`src/rtl/bdqd_pkg.sv`:
```
// ----------------------------------------------------------------------------
// bdqd_pkg
// Shared types, constants and the quadrature step table for the button
// debounce and quadrature decode unit.
// ----------------------------------------------------------------------------
package bdqd_pkg;

  // Default sizing of the unit.
  localparam int unsigned TIME_BITS_DEF    = 32;
  localparam int unsigned BUTTON_COUNT_DEF = 3;

  // Number of button level pins on the request.
  localparam int unsigned LEVEL_INPUTS = 3;

  // Configuration defaults after reset.
  localparam logic [15:0] DEBOUNCE_RESET = 16'd50;
  localparam logic [15:0] LONG_RESET     = 16'd1000;

  // Register indexes, decoded from the word address.
  localparam logic REG_DEBOUNCE = 1'b0;
  localparam logic REG_LONG     = 1'b1;

  // Step sum thresholds that complete one detent.
  localparam logic signed [3:0] DETENT_UP   = 4'sd4;
  localparam logic signed [3:0] DETENT_DOWN = -4'sd4;

  // Detent counter limits.
  localparam logic signed [7:0] COUNT_MAX = 8'sd127;
  localparam logic signed [7:0] COUNT_MIN = -8'sd128;

  // Button event codes.
  typedef enum logic [1:0] {
    EVT_NONE  = 2'd0,
    EVT_SHORT = 2'd1,
    EVT_LONG  = 2'd2
  } evt_e;

  // What one button lane reports for the current request.
  typedef struct packed {
    logic act;
    evt_e evt;
  } lane_stat_t;

  // What the encoder lane reports for the current request.
  typedef struct packed {
    logic             act;
    logic signed [7:0] count;
  } quad_stat_t;

  // Step value for a transition from the previous to the current contact
  // pair, indexed by {prev, cur}. An invalid jump gives zero.
  function automatic logic signed [1:0] quad_step(input logic [3:0] idx);
    logic signed [1:0] step;
    case (idx)
      4'd1, 4'd7, 4'd8, 4'd14: step = -2'sd1;
      4'd2, 4'd4, 4'd11, 4'd13: step = 2'sd1;
      default: step = 2'sd0;
    endcase
    return step;
  endfunction

endpackage

```
`src/rtl/bdqd_button_lane.sv`:
```
// ----------------------------------------------------------------------------
// bdqd_button_lane
// Debounce and short/long press detection for one button.
// ----------------------------------------------------------------------------
module bdqd_button_lane #(
  parameter int unsigned TIME_BITS = bdqd_pkg::TIME_BITS_DEF
) (
  input  logic                   clk_i,
  input  logic                   rst_ni,
  input  logic                   accept_i,
  input  logic                   collect_i,
  input  logic                   level_i,
  input  logic [TIME_BITS-1:0]   now_i,
  input  logic [15:0]            debounce_i,
  input  logic [15:0]            long_i,
  output bdqd_pkg::lane_stat_t   stat_o
);

  logic                 last_level_q, last_level_d;
  logic [TIME_BITS-1:0] change_time_q, change_time_d;
  logic [TIME_BITS-1:0] press_time_q, press_time_d;
  logic                 pressed_q, pressed_d;
  logic                 long_sent_q, long_sent_d;
  bdqd_pkg::evt_e       pending_q, pending_d, pending_new;

  logic                 changed;
  logic [TIME_BITS-1:0] stable_for;
  logic [TIME_BITS-1:0] held_for;
  logic                 stable;
  logic                 act;

  // Time since the last level change and since the press was taken.
  assign changed    = (level_i != last_level_q);
  assign stable_for = changed ? '0 : (now_i - change_time_q);
  assign held_for   = now_i - press_time_q;
  assign stable     = (stable_for >= TIME_BITS'(debounce_i));

  // Press state update on a stable level.
  always_comb begin
    change_time_d = changed ? now_i : change_time_q;
    last_level_d  = level_i;
    press_time_d  = press_time_q;
    pressed_d     = pressed_q;
    long_sent_d   = long_sent_q;
    pending_new   = pending_q;
    act           = 1'b0;
    if (stable) begin
      if (!level_i && !pressed_q) begin
        pressed_d    = 1'b1;
        press_time_d = now_i;
        long_sent_d  = 1'b0;
        act          = 1'b1;
      end else if (!level_i && !long_sent_q) begin
        if (held_for >= TIME_BITS'(long_i)) begin
          pending_new = bdqd_pkg::EVT_LONG;
          long_sent_d = 1'b1;
          act         = 1'b1;
        end
      end else if (level_i && pressed_q) begin
        if (!long_sent_q) begin
          pending_new = bdqd_pkg::EVT_SHORT;
          act         = 1'b1;
        end
        pressed_d = 1'b0;
      end
    end
    pending_d = collect_i ? bdqd_pkg::EVT_NONE : pending_new;
  end

  assign stat_o.act = act;
  assign stat_o.evt = pending_new;

  // Lane state registers, updated once per accepted request.
  always_ff @(posedge clk_i or negedge rst_ni) begin
    if (!rst_ni) begin
      last_level_q  <= 1'b1;
      change_time_q <= '0;
      press_time_q  <= '0;
      pressed_q     <= 1'b0;
      long_sent_q   <= 1'b0;
      pending_q     <= bdqd_pkg::EVT_NONE;
    end else if (accept_i) begin
      last_level_q  <= last_level_d;
      change_time_q <= change_time_d;
      press_time_q  <= press_time_d;
      pressed_q     <= pressed_d;
      long_sent_q   <= long_sent_d;
      pending_q     <= pending_d;
    end
  end

endmodule

```
`src/rtl/bdqd_quad_lane.sv`:
```
// ----------------------------------------------------------------------------
// bdqd_quad_lane
// Quadrature decoder: step sum per transition and saturating detent count.
// ----------------------------------------------------------------------------
module bdqd_quad_lane (
  input  logic                 clk_i,
  input  logic                 rst_ni,
  input  logic                 accept_i,
  input  logic                 collect_i,
  input  logic                 quad_a_i,
  input  logic                 quad_b_i,
  output bdqd_pkg::quad_stat_t stat_o
);

  logic [1:0]        prev_q;
  logic signed [3:0] sum_q, sum_d, sum_next;
  logic signed [7:0] count_q, count_d, count_new;
  logic [1:0]        cur;
  logic              act;

  assign cur      = {quad_a_i, quad_b_i};
  assign sum_next = sum_q + 4'(bdqd_pkg::quad_step({prev_q, cur}));

  // A full detent clears the sum and moves the counter within its limits.
  always_comb begin
    sum_d     = sum_q;
    count_new = count_q;
    act       = 1'b0;
    if (cur != prev_q) begin
      sum_d = sum_next;
      if (sum_next >= bdqd_pkg::DETENT_UP) begin
        sum_d = '0;
        act   = 1'b1;
        if (count_q != bdqd_pkg::COUNT_MAX) begin
          count_new = count_q + 8'sd1;
        end
      end else if (sum_next <= bdqd_pkg::DETENT_DOWN) begin
        sum_d = '0;
        act   = 1'b1;
        if (count_q != bdqd_pkg::COUNT_MIN) begin
          count_new = count_q - 8'sd1;
        end
      end
    end
    count_d = collect_i ? 8'sd0 : count_new;
  end

  assign stat_o.act   = act;
  assign stat_o.count = count_new;

  // Encoder state registers.
  always_ff @(posedge clk_i or negedge rst_ni) begin
    if (!rst_ni) begin
      prev_q  <= 2'b11;
      sum_q   <= '0;
      count_q <= '0;
    end else if (accept_i) begin
      prev_q  <= cur;
      sum_q   <= sum_d;
      count_q <= count_d;
    end
  end

endmodule

```
`src/rtl/bdqd_merge.sv`:
```
// ----------------------------------------------------------------------------
// bdqd_merge
// Combines the lane reports into one result and holds it in the output
// register until it is taken.
// ----------------------------------------------------------------------------
module bdqd_merge #(
  parameter int unsigned BUTTON_COUNT = bdqd_pkg::BUTTON_COUNT_DEF
) (
  input  logic                 clk_i,
  input  logic                 rst_ni,
  input  logic                 accept_i,
  input  logic                 collect_i,
  input  bdqd_pkg::lane_stat_t lane_stat_i [BUTTON_COUNT],
  input  bdqd_pkg::quad_stat_t quad_stat_i,
  output logic                 ready_o,
  input  logic                 out_stall_i,
  output logic                 out_valid_o,
  output logic                 activity_o,
  output logic [1:0]           left_event_o,
  output logic [1:0]           right_event_o,
  output logic [1:0]           knob_event_o,
  output logic signed [7:0]    movement_o
);

  localparam int unsigned SHOWN = bdqd_pkg::LEVEL_INPUTS;

  logic                  valid_q;
  logic                  act_any;
  logic [SHOWN-1:0][1:0] evt_shown;
  logic                  activity_q;
  logic [SHOWN-1:0][1:0] evt_q;
  logic signed [7:0]     movement_q;

  // Any lane activity makes the result active.
  always_comb begin
    act_any = quad_stat_i.act;
    for (int i = 0; i < BUTTON_COUNT; i++) begin
      act_any = act_any | lane_stat_i[i].act;
    end
  end

  // Event fields show the pending code only on a collect.
  for (genvar k = 0; k < SHOWN; k++) begin : g_evt
    if (k < BUTTON_COUNT) begin : g_lane
      assign evt_shown[k] = collect_i ? lane_stat_i[k].evt : bdqd_pkg::EVT_NONE;
    end else begin : g_none
      assign evt_shown[k] = bdqd_pkg::EVT_NONE;
    end
  end

  // The output register frees up when empty or when its result is taken.
  assign ready_o = !valid_q || !out_stall_i;

  always_ff @(posedge clk_i or negedge rst_ni) begin
    if (!rst_ni) begin
      valid_q <= 1'b0;
    end else if (ready_o) begin
      valid_q <= accept_i;
    end
  end

  // Result payload.
  always_ff @(posedge clk_i) begin
    if (accept_i) begin
      activity_q <= act_any;
      evt_q      <= evt_shown;
      movement_q <= collect_i ? quad_stat_i.count : 8'sd0;
    end
  end

  assign out_valid_o   = valid_q;
  assign activity_o    = activity_q;
  assign left_event_o  = evt_q[0];
  assign right_event_o = evt_q[1];
  assign knob_event_o  = evt_q[2];
  assign movement_o    = movement_q;

endmodule

```
`src/rtl/button_debounce_and_quadrature_decode_unit.sv`:
```
// ----------------------------------------------------------------------------
// button_debounce_and_quadrature_decode_unit
// Debounces the button pins, reports short and long presses, and counts
// encoder detents, one pin sample per request.
// ----------------------------------------------------------------------------
// Results show in the output register in the cycle after acceptance. All
// button lanes and the encoder lane update their state in the same cycle the
// request is accepted, which sets the rate of one request per cycle while the
// output does not stall. While a result waits under stall, the unit still
// accepts a request in the cycle the result is taken. Configuration registers
// sit at byte addresses 0 (debounce time) and 4 (long press time); the user
// must write them only while idle, which the block does not enforce.
module button_debounce_and_quadrature_decode_unit #(
  parameter int unsigned TIME_BITS    = bdqd_pkg::TIME_BITS_DEF,
  parameter int unsigned BUTTON_COUNT = bdqd_pkg::BUTTON_COUNT_DEF
) (
  input  logic              clk_i,
  input  logic              rst_ni,
  // Configuration port.
  input  logic              psel,
  input  logic              penable,
  input  logic              pwrite,
  input  logic [2:0]        paddr,
  input  logic [31:0]       pwdata,
  output logic [31:0]       prdata,
  output logic              pready,
  // Sample request channel.
  input  logic              in_valid_i,
  output logic              in_stall_o,
  input  logic [31:0]       now_ms_i,
  input  logic              left_level_i,
  input  logic              right_level_i,
  input  logic              knob_switch_level_i,
  input  logic              quad_a_i,
  input  logic              quad_b_i,
  input  logic              collect_i,
  // Result channel.
  output logic              out_valid_o,
  input  logic              out_stall_i,
  output logic              activity_o,
  output logic [1:0]        left_event_o,
  output logic [1:0]        right_event_o,
  output logic [1:0]        knob_event_o,
  output logic signed [7:0] movement_o
);

  logic [15:0] debounce_q;
  logic [15:0] long_q;
  logic        cfg_wr;
  logic        ready;
  logic        accept;

  logic [TIME_BITS-1:0]                   now_t;
  logic [bdqd_pkg::LEVEL_INPUTS-1:0]      level_pins;
  bdqd_pkg::lane_stat_t                   lane_stat [BUTTON_COUNT];
  bdqd_pkg::quad_stat_t                   quad_stat;

  // Configuration registers.
  assign pready = 1'b1;
  assign cfg_wr = psel && penable && pwrite && pready;

  always_ff @(posedge clk_i or negedge rst_ni) begin
    if (!rst_ni) begin
      debounce_q <= bdqd_pkg::DEBOUNCE_RESET;
      long_q     <= bdqd_pkg::LONG_RESET;
    end else if (cfg_wr) begin
      case (paddr[2])
        bdqd_pkg::REG_DEBOUNCE: debounce_q <= pwdata[15:0];
        bdqd_pkg::REG_LONG:     long_q     <= pwdata[15:0];
        default: ;
      endcase
    end
  end

  always_comb begin
    case (paddr[2])
      bdqd_pkg::REG_DEBOUNCE: prdata = {16'd0, debounce_q};
      bdqd_pkg::REG_LONG:     prdata = {16'd0, long_q};
      default:                prdata = '0;
    endcase
  end

  // Request handshake.
  assign in_stall_o = !ready;
  assign accept     = in_valid_i && ready;

  assign now_t      = TIME_BITS'(now_ms_i);
  assign level_pins = {knob_switch_level_i, right_level_i, left_level_i};

  // One debounce lane per button; buttons without a pin read as released.
  for (genvar i = 0; i < BUTTON_COUNT; i++) begin : g_lane
    logic lvl;
    if (i < bdqd_pkg::LEVEL_INPUTS) begin : g_pin
      assign lvl = level_pins[i];
    end else begin : g_idle
      assign lvl = 1'b1;
    end

    bdqd_button_lane #(
      .TIME_BITS (TIME_BITS)
    ) u_lane (
      .clk_i      (clk_i),
      .rst_ni     (rst_ni),
      .accept_i   (accept),
      .collect_i  (collect_i),
      .level_i    (lvl),
      .now_i      (now_t),
      .debounce_i (debounce_q),
      .long_i     (long_q),
      .stat_o     (lane_stat[i])
    );
  end

  // Encoder lane.
  bdqd_quad_lane u_quad (
    .clk_i     (clk_i),
    .rst_ni    (rst_ni),
    .accept_i  (accept),
    .collect_i (collect_i),
    .quad_a_i  (quad_a_i),
    .quad_b_i  (quad_b_i),
    .stat_o    (quad_stat)
  );

  // Merge and output register.
  bdqd_merge #(
    .BUTTON_COUNT (BUTTON_COUNT)
  ) u_merge (
    .clk_i         (clk_i),
    .rst_ni        (rst_ni),
    .accept_i      (accept),
    .collect_i     (collect_i),
    .lane_stat_i   (lane_stat),
    .quad_stat_i   (quad_stat),
    .ready_o       (ready),
    .out_stall_i   (out_stall_i),
    .out_valid_o   (out_valid_o),
    .activity_o    (activity_o),
    .left_event_o  (left_event_o),
    .right_event_o (right_event_o),
    .knob_event_o  (knob_event_o),
    .movement_o    (movement_o)
  );

endmodule

```
`config.mk`:
```
export PLATFORM = sky130hd
export DESIGN_NAME = button_debounce_and_quadrature_decode_unit
export DESIGN_NICKNAME = d
export VERILOG_FILES = /design/src/rtl/bdqd_pkg.sv /design/src/rtl/bdqd_button_lane.sv /design/src/rtl/bdqd_quad_lane.sv /design/src/rtl/bdqd_merge.sv /design/src/rtl/button_debounce_and_quadrature_decode_unit.sv
export SDC_FILE = /design/constraint.sdc
export NUM_CORES = 1
export LEC_CHECK = 0
export ABC_AREA = 1
export BUFFER_PORTS_ARGS = -buffer_cell sky130_fd_sc_hd__buf_2
export CAP_MARGIN = 15
export CORE_ASPECT_RATIO = 0.5
export CORE_MARGIN = 3
export CORE_UTILIZATION = 36
export CTS_BUF_LIST = sky130_fd_sc_hd__clkbuf_4
export DETAILED_ROUTE_END_ITERATION = 16
export PLACE_DENSITY = 0.65
export SYNTH_ARGS = -nofsm -noshare
export SYNTH_HDL_FRONTEND = slang
export SYNTH_SLANG_ARGS = --single-unit
```
`constraint.sdc`:
```
create_clock -name clk_i -period 2.9 [get_ports clk_i]
set_input_delay 0.87 -clock clk_i [delete_from_list [all_inputs] [get_ports clk_i]]
set_output_delay 0.87 -clock clk_i [all_outputs]
set_load 0.1 [all_outputs]
```
==> key figures <==
Die
  – Overall die area: 84500 sq um
  – Ports placed on the boundary: 130
  – Floorplan Core Area: 79700 sq um
  – Initial core utilization: 0.365
  – Die boundary height: 207 um
  – Row count: 73
  – Width of the die: 408 um

Worst hold path
  – Hold Path Class: input pin to register
  – Cell depth of the worst min-delay path: 3

Clock tree
  – Clock Root Buffer: clkbuf_4
  – Clock slew at reported path FFs: 0.07 ns
  – Sink count of the clock tree: 269
  – Later-pin clock latency in the skew report: 0.87 ns
  – TritonCTS clock tree: done
  – Clock buffer count from CTS: 75
  – CTS HTree Levels: 3
  – Maximum root-to-sink buffer count: 3

Yosys
  – Number of storage elements in the synthesis netlist: 269
  – Mean cell area of the mapped netlist: 6.09 sq um
  – Proportion of register bits with asynchronous set or reset after synthesis: 0.944
  – Synth Instances: 4779
  – Warnings, synthesis: 0
  – Netlist area before placement: 29100 sq um
  – Count of flip-flops with a built-in enable after synthesis: 15
  – Distinct cells, synth: 51
  – Top flip-flop cell by instance count after synthesis: dfrtp_1
  – Post-synthesis sequential area ratio: 0.235

STA
  – Headroom to the max-slew limit: 0.559
  – Setup TNS: -55.75 ns
  – Number of endpoints with negative hold slack in the final report: 0
  – Max-slew violation count: 0
  – Post-route setup slack: -0.623 ns
  – Period utilization: 1.21
  – Post-Route Skew: 0.0679 ns
  – Final Setup Violations: 131
  – FMAX: 284 MHz
  – Measured slew at the worst slew-check pin: 0.662 ns
  – RSZ-0062 raised after global routing: yes
  – Worst hold margin: 0.250 ns
  – Minimum period implied by the final worst setup slack: 3.52 ns

Worst setup path
  – Last element of the critical path: g_lane[0].u_lane.press_time_q[11]
  – Worst setup path startpoint: now_ms_i[0]
  – Internal reg-to-reg setup slack: -0.59 ns
  – Origin of the critical flop-to-flop path: g_lane[0].u_lane.change_time_q[0]
  – Critical path data required time: 3.66 ns
  – Launching element type of the critical path: input pin
  – Critical path class: input pin to register
  – Arr. time, crit path: 4.28 ns
  – Critical register-to-register path endpoint: g_lane[0].u_lane.press_time_q[11]
  – Depth of the worst register-to-register path: 23
  – Maximum fanout encountered on the critical timing path: 8
  – Kind of end point of the critical path: register

Place
  – Number of buffers added on ports: 94
  – Last weighted congestion value of the routability-driven placer: 0.994
  – Detailed Place HPWL: 88400 um
  – Pre-CTS worst setup slack: -1.64 ns
  – Number of placed instances, taps included: 6674
  – Placed Area: 37200 sq um

Layout
  – # nets final: 6156
  – Layout overhead on the synthesized area: 44.3%
  – Filler Cells Inserted: 7656
  – Final instance area: 42000 sq um
  – Share of final-layout standard cells stronger than drive strength 1: 0.301
  – Finished Layout Cells: 6918
  – Core Util, Final: 0.526

GRT
  – Pin count of the biggest net entering global routing: 70
  – Number of antenna violations at the first check in global routing: 5
  – Via count of the first global-routing pass: 32.9k
  – Global-route total usage across every layer: 0.263
  – First-pass GRT wire length: 177000 um
  – Overflow left after global routing: 0

Detailed routing
  – Routed wire per std cell: 16.6 um
  – Via/cell ratio: 4.89
  – Number of nets with antenna violations after detailed routing: 0
  – Via count: 33.8k
  – Routed WL: 115000 um
  – Post-route DRC violation count: 0
  – DR iter-0 viols: 2580
  – DRT Pass-1 Iters: 6

Power
  – Power per standard cell area: 949 nW/um^2
  – Leak Pwr: 23.6 nW
  – Overall power after layout: 39.8 mW
  – Worst voltage drop across the vdd grid: 0.422 mV

Status
  – Status: finished with violations
  – Violated checks: setup timing

Flow run
  – Max-capacitance violation count: 0
==> Yosys cell counts (all sizes together), types with 7 or more instances <==
| library cell | n | area share |
|---|---|---|
| a211oi | 9 | 0.0023 |
| and3 | 7 | 0.0015 |
| o21bai | 16 | 0.0041 |
| nand2 | 1746 | 0.23 |
| edfxtp | 15 | 0.015 |
| nor3 | 38 | 0.0067 |
| fa | 7 | 0.0048 |
| a21o | 10 | 0.0026 |
| nor2 | 328 | 0.045 |
| buf | 40 | 0.012 |
| dfstp | 14 | 0.013 |
| o22ai | 8 | 0.0019 |
| a21oi | 204 | 0.035 |
| inv | 992 | 0.13 |
| o21ai | 334 | 0.069 |
| and2 | 12 | 0.0026 |
| clkbuf | 40 | 0.0052 |
| dfrtp | 240 | 0.21 |
| nand3 | 251 | 0.044 |
| nand4 | 45 | 0.0097 |
| xor2 | 55 | 0.017 |
| nand3b | 26 | 0.0067 |
| xnor2 | 14 | 0.0042 |
| ha | 298 | 0.13 |
==> cell families (layout without fill, tap and decap cells) <==
group / Yosys count / after routing / share of synthesized area
buffers and inverters: 1075 / 2101 / 0.146
flip-flops: 269 / 269 / 0.235
XOR/XNOR: 69 / 69 / 0.0208
AND/OR/NAND/NOR: 2464 / 2470 / 0.347
other: 2 / 22 / 0.000258
AO/OA/AOI/OAI: 595 / 595 / 0.119
adder cells (fa/ha/maj): 305 / 305 / 0.133
==> metal layers <==
layer  global-route usage  share of wire  up-vias
li1                     -              -    16846
met1                0.346           0.43    15610
met2                0.437           0.46     1113
met3               0.0401          0.066      263
met4               0.0974          0.039        0
met5                    0              0        -
==> layout make-up <==
| class | instances | area [sq um] | area share |
|---|---|---|---|
| inverter | 995 | 3780 | 0.0900 |
| clock buffer | 99 | 743 | 0.0177 |
| tap | 1087 | 1360 | 0.0324 |
| clock inverter | 33 | 236 | 0.00564 |
| antenna | 5 | 12.5 | 0.000298 |
| sequential | 269 | 6830 | 0.163 |
| timing repair buffer | 974 | 8200 | 0.196 |
| multi-input combinational | 3456 | 20800 | 0.496 |
==> cells in the final DEF, fill, tap and decap left out, drive strengths merged, types with 7 or more instances in the layout <==
master / instances
o21ai: 334
o22ai: 8
clkbuf: 105
inv: 990
edfxtp: 15
xor2: 55
a21oi: 204
nand3b: 26
nor3: 38
buf: 967
a21o: 10
conb: 17
o21bai: 16
dfrtp: 240
dfstp: 14
clkinv: 30
xnor2: 14
and2: 12
nand2: 1746
nor2: 334
nand3: 251
fa: 7
nand4: 45
a211oi: 9
and3: 7
ha: 298
==> power by group <==
| group | switching [mW] | total, mW | internal, mW |
|---|---|---|---|
| clock | 1.90 | 3.86 | 1.95 |
| combinational | 16.7 | 30.2 | 13.5 |
| sequential | 0.704 | 5.80 | 5.10 |
| total | 19.3 | 39.8 | 20.5 |
==> flip-flops by register name (all words and copies together) (netlist names), 2 cells and up <==
name	count
u_merge.knob_event_o	2
debounce_q	16
g_lane.u_lane.pending_q	6
u_merge.left_event_o	2
u_quad.sum_q	4
u_merge.movement_o	8
u_quad.count_q	8
g_lane.u_lane.press_time_q	96
g_lane.u_lane.change_time_q	96
u_quad.prev_q	2
g_lane.u_lane.pressed_q	3
u_merge.right_event_o	2
g_lane.u_lane.last_level_q	3
long_q	16
g_lane.u_lane.long_sent_q	3
==> worst max-delay path, stage by stage <==
cell and delay (ns):
buf_2 0.13, clkinvlp_4 0.13, buf_4 0.14, ha_2 0.16
inv_2 0.05, fa_2 0.40, nand3_2 0.08, nand3_2 0.10
buf_6 0.15, nand2_2 0.05, nand3b_1 0.12, o21ai_1 0.17
a21oi_2 0.05, ha_2 0.17, a21oi_2 0.12, nor2_1 0.06
a211oi_2 0.16, a21oi_2 0.10, nor2_4 0.30, nand2_8 0.08
nand2_4 0.08, nor2_4 0.05, buf_12 0.17, buf_12 0.13
buf_16 0.13, o21ai_2 0.12
==> how the worst min path moves through the flow <==
stage	startpoint	endpoint	slack (ns)
3_3_place_gp	g_lane[0].u_lane.pending_q[0]	g_lane[0].u_lane.pending_q[0]	0.47
6_report	in_valid_i	u_merge.out_valid_o	0.25
3_5_place_dp	g_lane[2].u_lane.pending_q[0]	g_lane[2].u_lane.pending_q[0]	0.47
5_1_grt	out_stall_i	u_merge.out_valid_o	0.18
2_1_floorplan	g_lane[0].u_lane.pending_q[0]	g_lane[0].u_lane.pending_q[0]	0.45
4_1_cts	out_stall_i	u_merge.out_valid_o	0.19
==> repair_timing <==
action                     in CTS  in global routing
hold endpoints to repair       30                  0
cloned                         13                  2
hold buffers                    1                  0
buffers inserted               68                 29
setup endpoints to repair     133                136
gates resized for setup       280                353
pin swaps                      86                 98
No activity file was read; power rests on OpenSTA's default activity.
